<file path="config.mk">
export PLATFORM = sky130hd
export DESIGN_NAME = mpfec_fifo
export DESIGN_NICKNAME = d
export VERILOG_FILES = /design/src/mpfec_fifo.sv
export SDC_FILE = /design/constraint.sdc
export NUM_CORES = 1
export LEC_CHECK = 0
export BUFFER_PORTS_ARGS = -buffer_cell sky130_fd_sc_hd__buf_2
export CAP_MARGIN = 20
export CORE_MARGIN = 2
export CORE_UTILIZATION = 59
export DETAILED_ROUTE_END_ITERATION = 12
export PLACE_DENSITY_LB_ADDON = 0.05
export SLEW_MARGIN = 10
export SYNTH_ARGS = -nofsm -noshare
export SYNTH_HDL_FRONTEND = slang
export SYNTH_SLANG_ARGS = --single-unit
</file>
<file path="constraint.sdc">
create_clock -name clk -period 6.8 [get_ports clk]
set_input_delay 1.36 -clock clk [delete_from_list [all_inputs] [get_ports clk]]
set_output_delay 1.36 -clock clk [all_outputs]
set_load 0.005 [all_outputs]
</file>
<file path="src/mpfec_fifo.sv">
// small register fifo used between front and back end and as the result queue
// depends on nothing but its type parameter
module mpfec_fifo #(
  parameter type T = logic,
  parameter int DEPTH = 8
) (
  input  logic                       clk,
  input  logic                       rst_n,
  input  logic                       push,
  input  T                           push_data,
  input  logic                       pop,
  output T                           head,
  output logic                       empty,
  output logic [$clog2(DEPTH+1)-1:0] count
);
  localparam int PW = $clog2(DEPTH);
  localparam int CW = $clog2(DEPTH+1);

  T                mem_r [DEPTH];
  logic [PW-1:0]   wp_r, rp_r;
  logic [CW-1:0]   cnt_r;
  logic            do_pop;

  assign do_pop = pop && (cnt_r != '0);
  assign head   = mem_r[rp_r];
  assign empty  = (cnt_r == '0);
  assign count  = cnt_r;

  always_ff @(posedge clk) begin
    if (!rst_n) begin
      wp_r  <= '0;
      rp_r  <= '0;
      cnt_r <= '0;
    end else begin
      if (push) begin
        wp_r <= (wp_r == PW'(DEPTH-1)) ? '0 : wp_r + PW'(1);
      end
      if (do_pop) begin
        rp_r <= (rp_r == PW'(DEPTH-1)) ? '0 : rp_r + PW'(1);
      end
      if (push && !do_pop) begin
        cnt_r <= cnt_r + CW'(1);
      end else if (!push && do_pop) begin
        cnt_r <= cnt_r - CW'(1);
      end
    end
  end

  always_ff @(posedge clk) begin
    if (push) begin
      mem_r[wp_r] <= push_data;
    end
  end
endmodule

</file>
==> metrics <==
die area 2003 um2; crit path max fanout 2; grt total ovfl 0; DR vias 600; CTS tree yes; WL final 1.393 mm; core area 1524 um2; # hold bufs at CTS 0; clk_lat worst skew 310 ps; fmax 0.3395 GHz; Slew HR 70.57%; post-layout util 70.20%; WS Path Type register to output pin; I/O pins 11; minimum clock period 2945 ps; Largest stage delay, worst path 500 ps; Syn Inst Count 82; Post-DRT Antenna Nets 0; Buf+Inv Stages, Crit Path 1; Critical Path Slowest Stage Cell mux4_2; Syn Nets 95; # nets final 108; skew final 8.757 ps; Final HPWL DP 1.036 mm; Max VDD drop 0.0001971 V; Period Utilization, post-route 43.31%; first-pass GRT wire length 2.470 mm; Cell Count, Final, Fillers Out 110; syn_area_per_cell 11.95 um2; Warnings, synthesis 0; PortBufs 10; worst reg2reg path startpoint count[1]; Initial DRC Count 9; FF+latch count, synth 21; RSZ-0062 raised after global routing no; vias in the first global route 603; Netlist Area Pre-Place 979.7 um2; # diodes 0; CP Capture Type output pin; die height 44.75 um; per-cell routed wire length 12.66 um; Bufs on Longest Clock Path 2; Worst Setup Start Kind register; # placed instances 106; drt via density 5.455; htree depth 1; Die Width 44.75 um; max cap viols 0; Crit path max-delay family multiplexers; leak pwr 0.4361 nW; commonest non-fill, non-tap cell in the layout dfxtp_1; Final setup violation count 0; Synth cell types 26; outcome finished, final reports clean; Post-Route Setup TNS 0 ps; aggregate global-route resource usage 18.08%; post-CTS setup buffers 0; Hold Path Class register to register; initial antenna violation count 0; Hold Vio Cnt, Final 0; Rows 14; drt pass-1 iters 4; Worst Hold Launch rp_r[1]; clock slew at reported path FFs 110 ps; DR DRC count 0; fraction of layout cells with a size suffix above 1 19.15%; Clk Tree Root Cell clkbuf_4; sequential cell area fraction in the yosys report 51.09%; Final GP Congestion 0.7928; Critical Path AT 1590 ps; Initial Util 64.29%; pin count of the biggest net entering global routing 13; Crit path required time 5440 ps; max-slew violation count 0; worst-margin pin slew 439.9 ps; CTS sink count 21; area grow syn2layout 9.196%; pwr dens 341.1 nW/um2; TritonCTS buffer count 3; worst path cell trace mux4_2, mux2_2, buf_2; commonest non-fill, non-tap cells in the layout 13 x dfxtp_1, 10 x buf_2, 8 x nor2_1, 8 x edfxtp_1, 7 x ha_1; cts repair resizes 0
==> layer usage <==
metal | global-route usage [%] | share of wire [%] | routed length (um)
met1 | 22.31 | 47 | 656
met2 | 28.41 | 46 | 645
met3 | 6.000 | 4.0 | 56
met4 | 9.091 | 2.5 | 35
met5 | 0 | 0 | 0
==> tightest hold or removal path: stages (launching register included) <==
cell	delay [ps]
dfxtp_1	330
a21oi_1	120
nor2b_1	60
==> per-stage QoR <==
| stage | area, um2 | hold slack (ps) | setup slack, ps | power [mW] |
|---|---|---|---|---|
| floorplan | 979.7 | 505.8 | 4070 | 0.2748 |
| global route | 1070 | 569.1 | 3789 | 0.3976 |
| detailed placement | 1042 | 537.0 | 3822 | 0.3111 |
| global placement | 1042 | 526.4 | 3900 | 0.3076 |
| finish | 1070 | 544.1 | 3855 | 0.3649 |
| CTS | 1070 | 537.3 | 3831 | 0.3698 |
==> final timing paths <==
path	endpoint	slack, ps	depth (start not counted)
worst max register to register	count[3]	4460	8
worst min register to register	register	540	2
worst max-delay path	head	3850	3
worst min-delay path	register	540	2
==> power breakdown <==
| group | switching [mW] | internal (mW) |
|---|---|---|
| sequential | 0.0288 | 0.150 |
| clock | 0.0361 | 0.0220 |
| combinational | 0.0567 | 0.0711 |
| total | 0.122 | 0.243 |
==> layout make-up <==
type                    instances  area [um2]
flip-flops and latches         21       500.5
multi-input cells              58       467.9
well taps                      16       20.02
clock buffers                   3       22.52
clock inverters                 1       5.005
fillers                       114       454.2
repair buffers                 10       50.05
inverters                       1       3.754
==> logic make-up after synthesis <==
| kind of cell | after synthesis | share of synthesized area, % |
|---|---|---|
| AND/OR/NAND/NOR | 32 | 17.11 |
| flip-flops | 21 | 51.09 |
| AO/OA/AOI/OAI | 8 | 7.025 |
| multiplexers | 8 | 10.86 |
| adder cells (fa/ha/maj) | 8 | 10.98 |
| buffers and inverters | 3 | 1.149 |
| XOR/XNOR | 2 | 1.788 |
==> synthesized netlist by cell type (all sizes together) <==
master / number / share of area, %
dfxtp: 13 / 27
edfxtp: 8 / 25
nor2: 8 / 3.1
ha: 7 / 8.9
nor2b: 6 / 3.8
mux2i: 5 / 5.1
nand2b: 5 / 3.2
nand2: 4 / 1.5
a21oi: 3 / 1.5
nor3: 3 / 1.5
and2: 2 / 1.3
clkbuf: 2 / 0.77
mux4: 2 / 4.6
xnor2: 2 / 1.8
a211oi: 1 / 0.77
a21boi: 1 / 0.77
a31oi: 1 / 0.64
fa: 1 / 2.0
inv: 1 / 0.38
mux2: 1 / 1.1
nand3: 1 / 0.51
nand3b: 1 / 0.77
nor3b: 1 / 0.77
nor4: 1 / 0.64
o21ai: 1 / 0.51
o41ai: 1 / 2.8
Note: power is estimated with default switching activity, not from simulation.
