==> config.mk <==
export PLATFORM = sky130hd
export DESIGN_NAME = mpfec_front
export DESIGN_NICKNAME = d
export VERILOG_FILES = /design/src/mpfec_pkg.sv /design/src/mpfec_front.sv
export SDC_FILE = /design/constraint.sdc
export NUM_CORES = 2
export LEC_CHECK = 0
export BUFFER_PORTS_ARGS = -buffer_cell sky130_fd_sc_hd__buf_2
export CORE_ASPECT_RATIO = 0.9
export CORE_MARGIN = 4
export CORE_UTILIZATION = 30
export DETAILED_ROUTE_END_ITERATION = 7
export SLEW_MARGIN = 20
export SYNTH_ARGS = -nofsm -noshare
export SYNTH_HDL_FRONTEND = slang
export SYNTH_SLANG_ARGS = --single-unit
==> constraint.sdc <==
create_clock -name clk -period 9 [get_ports clk]
set_input_delay 0.9 -clock clk [delete_from_list [all_inputs] [get_ports clk]]
set_output_delay 0.9 -clock clk [all_outputs]
set_load 0.03 [all_outputs]
==> src/mpfec_pkg.sv <==
// shared types and constants of the mtu packetizer with xor parity and packet cache
// depends on nothing; imported by the front end, back end and top level
package mpfec_pkg;

  // command codes on in_command
  localparam logic [1:0] CMD_DATA   = 2'd0;
  localparam logic [1:0] CMD_PARITY = 2'd1;
  localparam logic [1:0] CMD_CACHE  = 2'd2;

  // tags of the parity packet
  localparam logic [7:0] KIND_PARITY   = 8'hFE;
  localparam logic [7:0] NUMBER_PARITY = 8'hFF;

  // widths that cover the whole legal range of the top level parameters
  localparam int SIZE_W_MAX   = 14;  // packet size up to 9000
  localparam int PAR_AW_MAX   = 14;  // parity buffer address
  localparam int SLOT_W_MAX   = 12;  // cache slot, up to 4096 slots
  localparam int PAY_AW_MAX   = 26;  // payload memory address

  typedef enum logic [1:0] {
    OP_NONE,
    OP_DATA,
    OP_PARITY,
    OP_CACHE
  } op_t;

  typedef enum logic [1:0] {
    PAR_NONE,
    PAR_LOAD,
    PAR_XOR
  } par_op_t;

  // packet header as kept in the cache and carried with every byte
  typedef struct packed {
    logic                  valid;
    logic [15:0]           seq;
    logic [31:0]           stamp;
    logic [7:0]            kind;
    logic [7:0]            num;
    logic [7:0]            tot;
    logic [SIZE_W_MAX-1:0] size;
  } hdr_t;

  // one classified transaction handed from the front end to the back end
  typedef struct packed {
    op_t                   op;
    par_op_t               par_op;
    logic [PAR_AW_MAX-1:0] par_addr;
    logic                  hdr_we;
    logic [SLOT_W_MAX-1:0] slot;
    logic [PAY_AW_MAX-1:0] pay_addr;
    hdr_t                  hdr;
    logic [7:0]            data;
    logic                  lp;
    logic                  lf;
    logic [15:0]           req;
    logic [10:0]           off;
  } item_t;

  // one result transaction
  typedef struct packed {
    logic        hit;
    logic [15:0] seq;
    logic [31:0] stamp;
    logic [7:0]  kind;
    logic [7:0]  num;
    logic [7:0]  tot;
    logic [10:0] size;
    logic [7:0]  data;
    logic        lp;
    logic        lf;
  } result_t;

endpackage

==> src/mpfec_front.sv <==
// front end: accepts commands, computes packet totals, runs the packetizer counters
// and classifies each transaction into an item_t; uses mpfec_pkg
module mpfec_front #(
  parameter int MTU_BYTES = 1400,
  parameter int CACHE_PACKETS = 512,
  parameter int QDEPTH = 8
) (
  input  logic                        clk,
  input  logic                        rst_n,
  input  logic                        in_push,
  output logic                        in_full,
  input  logic [1:0]                  in_command,
  input  logic [7:0]                  in_data_byte,
  input  logic [18:0]                 in_frame_length,
  input  logic [31:0]                 in_frame_time,
  input  logic [7:0]                  in_frame_kind,
  input  logic [15:0]                 in_request_sequence,
  input  logic [10:0]                 in_read_offset,
  input  logic                        clearing,
  input  logic [$clog2(QDEPTH+1)-1:0] q_count,
  output logic                        q_push,
  output mpfec_pkg::item_t            q_item
);
  import mpfec_pkg::*;

  localparam int PW  = $clog2(MTU_BYTES);
  localparam int SW  = $clog2(MTU_BYTES+1);
  localparam int CW  = $clog2(CACHE_PACKETS);
  localparam int AW  = $clog2(CACHE_PACKETS*MTU_BYTES);
  localparam int QCW = $clog2(QDEPTH+1) + 2;
  localparam logic [32:0] RECIP = 33'((64'd1 << 32) / MTU_BYTES);

  typedef struct packed {
    logic [1:0]  cmd;
    logic [7:0]  data;
    logic [18:0] len;
    logic [31:0] stamp;
    logic [7:0]  kind;
    logic [15:0] req;
    logic [10:0] off;
  } fin_t;

  typedef struct packed {
    logic [15:0]   seq;
    logic [CW-1:0] slot;
    logic [AW-1:0] base;
  } ptr_t;

  function automatic ptr_t ptr_inc(ptr_t p);
    ptr_t r;
    r.seq = p.seq + 16'd1;
    if (p.seq == 16'hFFFF) begin
      r.slot = '0;
      r.base = '0;
    end else if (p.slot == CW'(CACHE_PACKETS-1)) begin
      r.slot = '0;
      r.base = '0;
    end else begin
      r.slot = p.slot + CW'(1);
      r.base = p.base + AW'(MTU_BYTES);
    end
    return r;
  endfunction

  // pipeline toward the state stage
  logic        v0_r, v1_r, v2_r;
  fin_t        f0_r, f1_r, f2_r;
  logic [19:0] n1_r, q1_r, q2_r, r2_r;
  logic [19:0] n0, qm;
  logic [52:0] prod;
  logic [2:0]  inflight;
  logic [QCW-1:0] occ;

  // packetizer state
  ptr_t        next_r, next_nxt, cur_r, cur_nxt;
  logic [18:0] fpos_r, fpos_nxt, len_r, len_nxt;
  logic [31:0] time_r, time_nxt, ptime_r, ptime_nxt;
  logic [7:0]  kind_r, kind_nxt, idx_r, idx_nxt, tot_r, tot_nxt, ptot_r, ptot_nxt;
  logic [PW-1:0] bip_r, bip_nxt;
  logic [SW-1:0] size_r, size_nxt;
  logic        bld_r, bld_nxt, pv_r, pv_nxt;
  logic [15:0] pseq_r, pseq_nxt;

  // data byte step
  logic        first, bld, bld_e, pv_e, lp, lf, fend;
  logic [18:0] l_len, rem, fpos_e;
  logic [31:0] l_time, ptime_e;
  logic [7:0]  l_kind, l_tot, idx, idx_e, t8, ptot_e;
  logic [19:0] tot_full, fp_n;
  logic [PW-1:0] bip, bip_e;
  logic [SW-1:0] size;
  ptr_t        pn, cur;
  logic [15:0] pseq_e;

  assign inflight = 3'(v0_r) + 3'(v1_r) + 3'(v2_r);
  assign occ      = QCW'(q_count) + QCW'(inflight);
  assign in_full  = clearing || (occ >= QCW'(QDEPTH));

  // ceil(len / mtu) by reciprocal: estimate, then one correction
  assign n0   = {1'b0, f0_r.len} + 20'(MTU_BYTES-1);
  assign prod = n0 * RECIP;
  assign qm   = 20'(q1_r * 20'(MTU_BYTES));

  always_ff @(posedge clk) begin
    if (!rst_n) begin
      v0_r <= 1'b0;
      v1_r <= 1'b0;
      v2_r <= 1'b0;
    end else begin
      v0_r <= in_push && !in_full;
      v1_r <= v0_r;
      v2_r <= v1_r;
    end
  end

  always_ff @(posedge clk) begin
    f0_r.cmd   <= in_command;
    f0_r.data  <= in_data_byte;
    f0_r.len   <= (in_frame_length == '0) ? 19'd1 : in_frame_length;
    f0_r.stamp <= in_frame_time;
    f0_r.kind  <= in_frame_kind;
    f0_r.req   <= in_request_sequence;
    f0_r.off   <= in_read_offset;
    f1_r <= f0_r;
    n1_r <= n0;
    q1_r <= prod[51:32];
    f2_r <= f1_r;
    q2_r <= q1_r;
    r2_r <= n1_r - qm;
  end

  always_comb begin
    tot_full = (r2_r >= 20'(MTU_BYTES)) ? q2_r + 20'd1 : q2_r;
    t8       = tot_full[7:0];
    first    = (fpos_r == '0);
    l_len    = first ? f2_r.len : len_r;
    l_time   = first ? f2_r.stamp : time_r;
    l_kind   = first ? f2_r.kind : kind_r;
    l_tot    = first ? ((t8 == '0) ? 8'd1 : t8) : tot_r;
    idx      = first ? 8'd0 : idx_r;
    bip      = first ? '0 : bip_r;
    bld      = first ? ((f2_r.kind == 8'd0) && (f2_r.len > 19'(MTU_BYTES))) : bld_r;
    pv_e     = (first && bld) ? 1'b0 : pv_r;
    rem      = l_len - fpos_r;
    pn       = next_r;
    if (bip == '0) begin
      size = (rem > 19'(MTU_BYTES)) ? SW'(MTU_BYTES) : SW'(rem);
      cur  = next_r;
      pn   = ptr_inc(next_r);
    end else begin
      size = size_r;
      cur  = cur_r;
    end
    lp     = (SW'(bip) + SW'(1)) == size;
    fp_n   = {1'b0, fpos_r} + 20'd1;
    lf     = (fp_n == {1'b0, l_len});
    fend   = lf || (fp_n >= {1'b0, l_len});
    bip_e  = lp ? '0 : bip + PW'(1);
    idx_e  = lp ? idx + 8'd1 : idx;
    fpos_e = fp_n[18:0];
    bld_e  = bld;
    pseq_e = pseq_r;
    ptime_e = ptime_r;
    ptot_e = ptot_r;
    if (fend) begin
      // frame done: a parity packet being built is closed and takes the next sequence number
      if (bld) begin
        pv_e    = 1'b1;
        pseq_e  = pn.seq;
        pn      = ptr_inc(pn);
        ptime_e = l_time;
        ptot_e  = idx_e;
        bld_e   = 1'b0;
      end
      fpos_e = '0;
      bip_e  = '0;
      idx_e  = '0;
    end
  end

  always_comb begin
    next_nxt  = next_r;
    cur_nxt   = cur_r;
    fpos_nxt  = fpos_r;
    len_nxt   = len_r;
    time_nxt  = time_r;
    kind_nxt  = kind_r;
    idx_nxt   = idx_r;
    tot_nxt   = tot_r;
    bip_nxt   = bip_r;
    size_nxt  = size_r;
    bld_nxt   = bld_r;
    pv_nxt    = pv_r;
    pseq_nxt  = pseq_r;
    ptime_nxt = ptime_r;
    ptot_nxt  = ptot_r;
    q_item    = '0;
    q_item.op = OP_NONE;
    q_item.par_op = PAR_NONE;
    q_push    = v2_r;
    if (v2_r) begin
      case (f2_r.cmd)
        CMD_DATA: begin
          next_nxt  = pn;
          cur_nxt   = cur;
          fpos_nxt  = fpos_e;
          len_nxt   = l_len;
          time_nxt  = l_time;
          kind_nxt  = l_kind;
          idx_nxt   = idx_e;
          tot_nxt   = l_tot;
          bip_nxt   = bip_e;
          size_nxt  = size;
          bld_nxt   = bld_e;
          pv_nxt    = pv_e;
          pseq_nxt  = pseq_e;
          ptime_nxt = ptime_e;
          ptot_nxt  = ptot_e;
          q_item.op       = OP_DATA;
          q_item.hdr_we   = (bip == '0);
          q_item.slot     = SLOT_W_MAX'(cur.slot);
          q_item.pay_addr = PAY_AW_MAX'(cur.base + AW'(bip));
          q_item.hdr      = '{valid: 1'b1, seq: cur.seq, stamp: l_time, kind: l_kind,
                              num: idx, tot: l_tot, size: SIZE_W_MAX'(size)};
          q_item.data     = f2_r.data;
          q_item.lp       = lp;
          q_item.lf       = lf;
          q_item.par_addr = PAR_AW_MAX'(bip);
          if (bld) begin
            q_item.par_op = (fpos_r < 19'(MTU_BYTES)) ? PAR_LOAD : PAR_XOR;
          end
        end
        CMD_PARITY: begin
          if (pv_r) begin
            q_item.op       = OP_PARITY;
            q_item.hdr      = '{valid: 1'b1, seq: pseq_r, stamp: ptime_r, kind: KIND_PARITY,
                                num: NUMBER_PARITY, tot: ptot_r,
                                size: SIZE_W_MAX'(MTU_BYTES)};
            q_item.lp       = (15'(f2_r.off) + 15'd1) == 15'(MTU_BYTES);
            q_item.par_addr = PAR_AW_MAX'(f2_r.off);
            q_item.off      = f2_r.off;
          end
        end
        CMD_CACHE: begin
          q_item.op  = OP_CACHE;
          q_item.req = f2_r.req;
          q_item.off = f2_r.off;
        end
        default: begin
          q_item.op = OP_NONE;
        end
      endcase
    end
  end

  always_ff @(posedge clk) begin
    if (!rst_n) begin
      next_r  <= '0;
      cur_r   <= '0;
      fpos_r  <= '0;
      len_r   <= '0;
      time_r  <= '0;
      kind_r  <= '0;
      idx_r   <= '0;
      tot_r   <= '0;
      bip_r   <= '0;
      size_r  <= '0;
      bld_r   <= 1'b0;
      pv_r    <= 1'b0;
      pseq_r  <= '0;
      ptime_r <= '0;
      ptot_r  <= '0;
    end else begin
      next_r  <= next_nxt;
      cur_r   <= cur_nxt;
      fpos_r  <= fpos_nxt;
      len_r   <= len_nxt;
      time_r  <= time_nxt;
      kind_r  <= kind_nxt;
      idx_r   <= idx_nxt;
      tot_r   <= tot_nxt;
      bip_r   <= bip_nxt;
      size_r  <= size_nxt;
      bld_r   <= bld_nxt;
      pv_r    <= pv_nxt;
      pseq_r  <= pseq_nxt;
      ptime_r <= ptime_nxt;
      ptot_r  <= ptot_nxt;
    end
  end
endmodule

==> impl_summary.log <==
[metrics] synthesized area per cell: 8.65 um2
[metrics] vias after detailed routing: 29,500
[metrics] gr ovfl total: 0
[metrics] wire length per cell: 17.9 um
[metrics] CTS tree: built
[metrics] placed instance count: 5,880
[metrics] Total GRT Usage: 16.6%
[metrics] Pre-Repair DR Iteration Count: 6
[metrics] fraction of layout instances using a drive strength above 1: 11.2%
[metrics] sequential element share of the synthesized area: 33.5%
[metrics] synthesis-stage register bit count: 607
[metrics] Hold Violations, Final: 0
[metrics] horizontal die dimension: 374 um
[metrics] Max FO, Critical Path: 33
[metrics] Max Clock Freq: 117 MHz
[metrics] DRC errors left: 0
[metrics] maximum number of pins on one net before global-route repair: 83
[metrics] worst setup slack after placement: 223 ps
[metrics] max-capacitance violation count: 0
[metrics] worst relative slew slack: 31.9%
[metrics] # setup viols final: 0
[metrics] die outline height: 338 um
[metrics] total clock buffers created by CTS: 67
[metrics] number of global-route vias before repair: 28,400
[metrics] Hold Crit Start: f1_r[31]
[metrics] Starting Density: 30.3%
[metrics] final RePlAce weighted congestion: 0.924
[metrics] Synth cell types: 85
[metrics] overall routed net length: 107,000 um
[metrics] antenna violations before repair: 7
[metrics] Row Count: 120
[metrics] min cycle time layout: 8560 ps
[metrics] element type at the critical path start: register
[metrics] clock tree root driver cell: clkbuf_16
[metrics] final critical-path setup slack: 435 ps
[metrics] register clock-pin slew on the reported worst setup and hold paths: 60 ps
[metrics] final-layout setup total negative slack: 0 ps
[metrics] core area: 120,000 um2
[metrics] number of clock sinks: 607
[metrics] global-route wire length before repair: 166,000 um
[metrics] die footprint: 127,000 um2
[metrics] source of the worst register-to-register timing path: f0_r[69]
[metrics] number of nets with antenna violations after detailed routing: 0
[metrics] type of the most critical hold path: register to register
[metrics] kind of critical path: register to output port
[metrics] final setup skew: 32.7 ps
[metrics] CTS Hold Bufs: 0
[metrics] Worst Tran Pin Value: 1020 ps
[metrics] via/cell ratio: 4.91
[metrics] endpoint arrival time on the critical path: 7660 ps
[metrics] area taken by multi-input logic gates: 21,700 um2
[metrics] Synth-to-Final Area Change: 14.5%
[metrics] cell count after synthesis: 4,193
[metrics] post-detail-place hpwl: 81,300 um
[metrics] number of synthesized flops with an enable pin: 0
[metrics] n_diodes: 0
[metrics] post-route fraction of the period consumed by the critical path: 95.2%
[metrics] clock network latency to the later pin of the worst-skew pair: 650 ps
[metrics] Setup crit start: fpos_r[14]
[metrics] Final Util: 34.7%
[metrics] type of element capturing the critical path: output port
[metrics] commonest cells after routing, fill and taps aside: 628 x nand2_1, 606 x dfxtp_1, 432 x inv_1
[metrics] proportion of synthesized flip-flops having asynchronous set or reset: 0%
[metrics] maximum clock path buffer count: 3
[metrics] num ports: 287
[metrics] Register Area: 12,200 um2
[metrics] Req. time, crit path: 8100 ps
[metrics] Synth Cell Area: 36,300 um2
[metrics] DRC violation total after the first TritonRoute iteration: 2,305
[metrics] Fill cells: 12,400
[metrics] Final nets: 5,014
[metrics] most common library cell in the layout ignoring fill and taps: nand2_1
[metrics] Final Max Tran Viols: 0
[metrics] warnings from Yosys: 0
[metrics] H-Tree Depth: 3
[metrics] run status: finished clean
[metrics] final standard cell count with taps included and fillers excluded: 6,003
[metrics] count of buffers from port buffering: 272
[metrics] Main synth FF type: dfxtp_1
flip-flops by register name, summed over array words and instances (netlist names), 8 cells and up:
register	cells
fpos_r	19
f2_r	96
len_r	19
f0_r	96
ptime_r	32
time_r	32
pseq_r	16
q2_r	8
r2_r	17
q1_r	10
idx_r	8
cur_r	45
n1_r	17
next_r	45
f1_r	96
bip_r	11
size_r	11
kind_r	8
ptot_r	8
tot_r	8
final cells by class:
| type | instances | share of cell area [%] |
|---|---|---|
| multi-input cells | 2923 | 52.2 |
| flip-flops and latches | 607 | 29.3 |
| well taps | 1586 | 4.78 |
| clock buffers | 93 | 4.67 |
| repair buffers | 330 | 4.36 |
| inverters | 436 | 3.95 |
| clock inverters | 28 | 0.780 |
cell families (layout without fill, tap and decap cells):
logic type,Yosys count,after routing,share of synthesized area (%)
compound gates,801,801,13.8
fa+ha+maj,545,545,23.5
flops,607,607,33.5
buf+inv,676,887,7.23
simple gates,1354,1354,16.7
other cells,1,14,0.0103
xor+xnor,163,163,3.94
mux,46,46,1.28
critical path: stages (launching register included):
cell	delay (ps)
dfxtp_1	350
nor4_1	560
and4_1	370
nand2_1	440
buf_4	380
mux2i_1	340
inv_1	90
ha_1	430
and4_1	280
and2_1	190
a221oi_1	370
nand2_1	190
mux2i_1	230
o2111ai_1	260
or4_1	710
o32ai_1	380
and4_1	360
o21a_4	400
a21oi_1	130
nor2_1	270
buf_2	260
metrics by stage:
step	hold WS (ps)	cell area [um2]
after floorplan	310	36300
after global placement	310	39200
after detailed placement	312	39200
after CTS	300	41400
after global routing	315	41500
final	307	41500
cell usage after synthesis (25+ instances only):
library cell | n | share of area (%)
a211oi_1 | 42 | 0.87
a21o_1 | 29 | 0.60
a21oi_1 | 304 | 4.2
a22oi_1 | 79 | 1.6
a31oi_1 | 25 | 0.43
and2_1 | 52 | 0.90
and3_1 | 59 | 1.0
clkbuf_1 | 193 | 2.0
dfxtp_1 | 607 | 34
fa_1 | 226 | 12
ha_1 | 319 | 11
inv_1 | 434 | 4.5
mux2i_1 | 42 | 1.2
nand2_1 | 632 | 6.5
nand3_1 | 100 | 1.4
nand4_1 | 37 | 0.64
nor2_1 | 289 | 3.0
nor3_1 | 52 | 0.72
nor4_1 | 29 | 0.50
o21ai_0 | 144 | 2.0
xnor2_1 | 107 | 2.6
xor2_1 | 56 | 1.4
final timing paths:
check / end / slack (ps) / depth (start not counted)
max: q_item[28] / 440 / 20
min: f2_r[31] / 310 / 0
max reg2reg: q1_r[6] / 590 / 35
min reg2reg: f2_r[31] / 310 / 0
routing by layer:
metal | GRT usage [%] | vias to the layer above | wire [um]
li1 | - | 14300 | -
met1 | 23.0 | 14200 | 49500
met2 | 26.5 | 783 | 48900
met3 | 2.78 | 147 | 5770
met4 | 5.06 | 2 | 3060
met5 | 0 | - | 7
what timing repair did:
action                                  4_1_cts  5_1_grt
endpoints found under the setup margin        0        9
buffers inserted                              0        1
resized for setup                             0       16
Power is not shown: default switching activity piles up to over one toggle a cycle in this logic, so the estimate is an artifact.
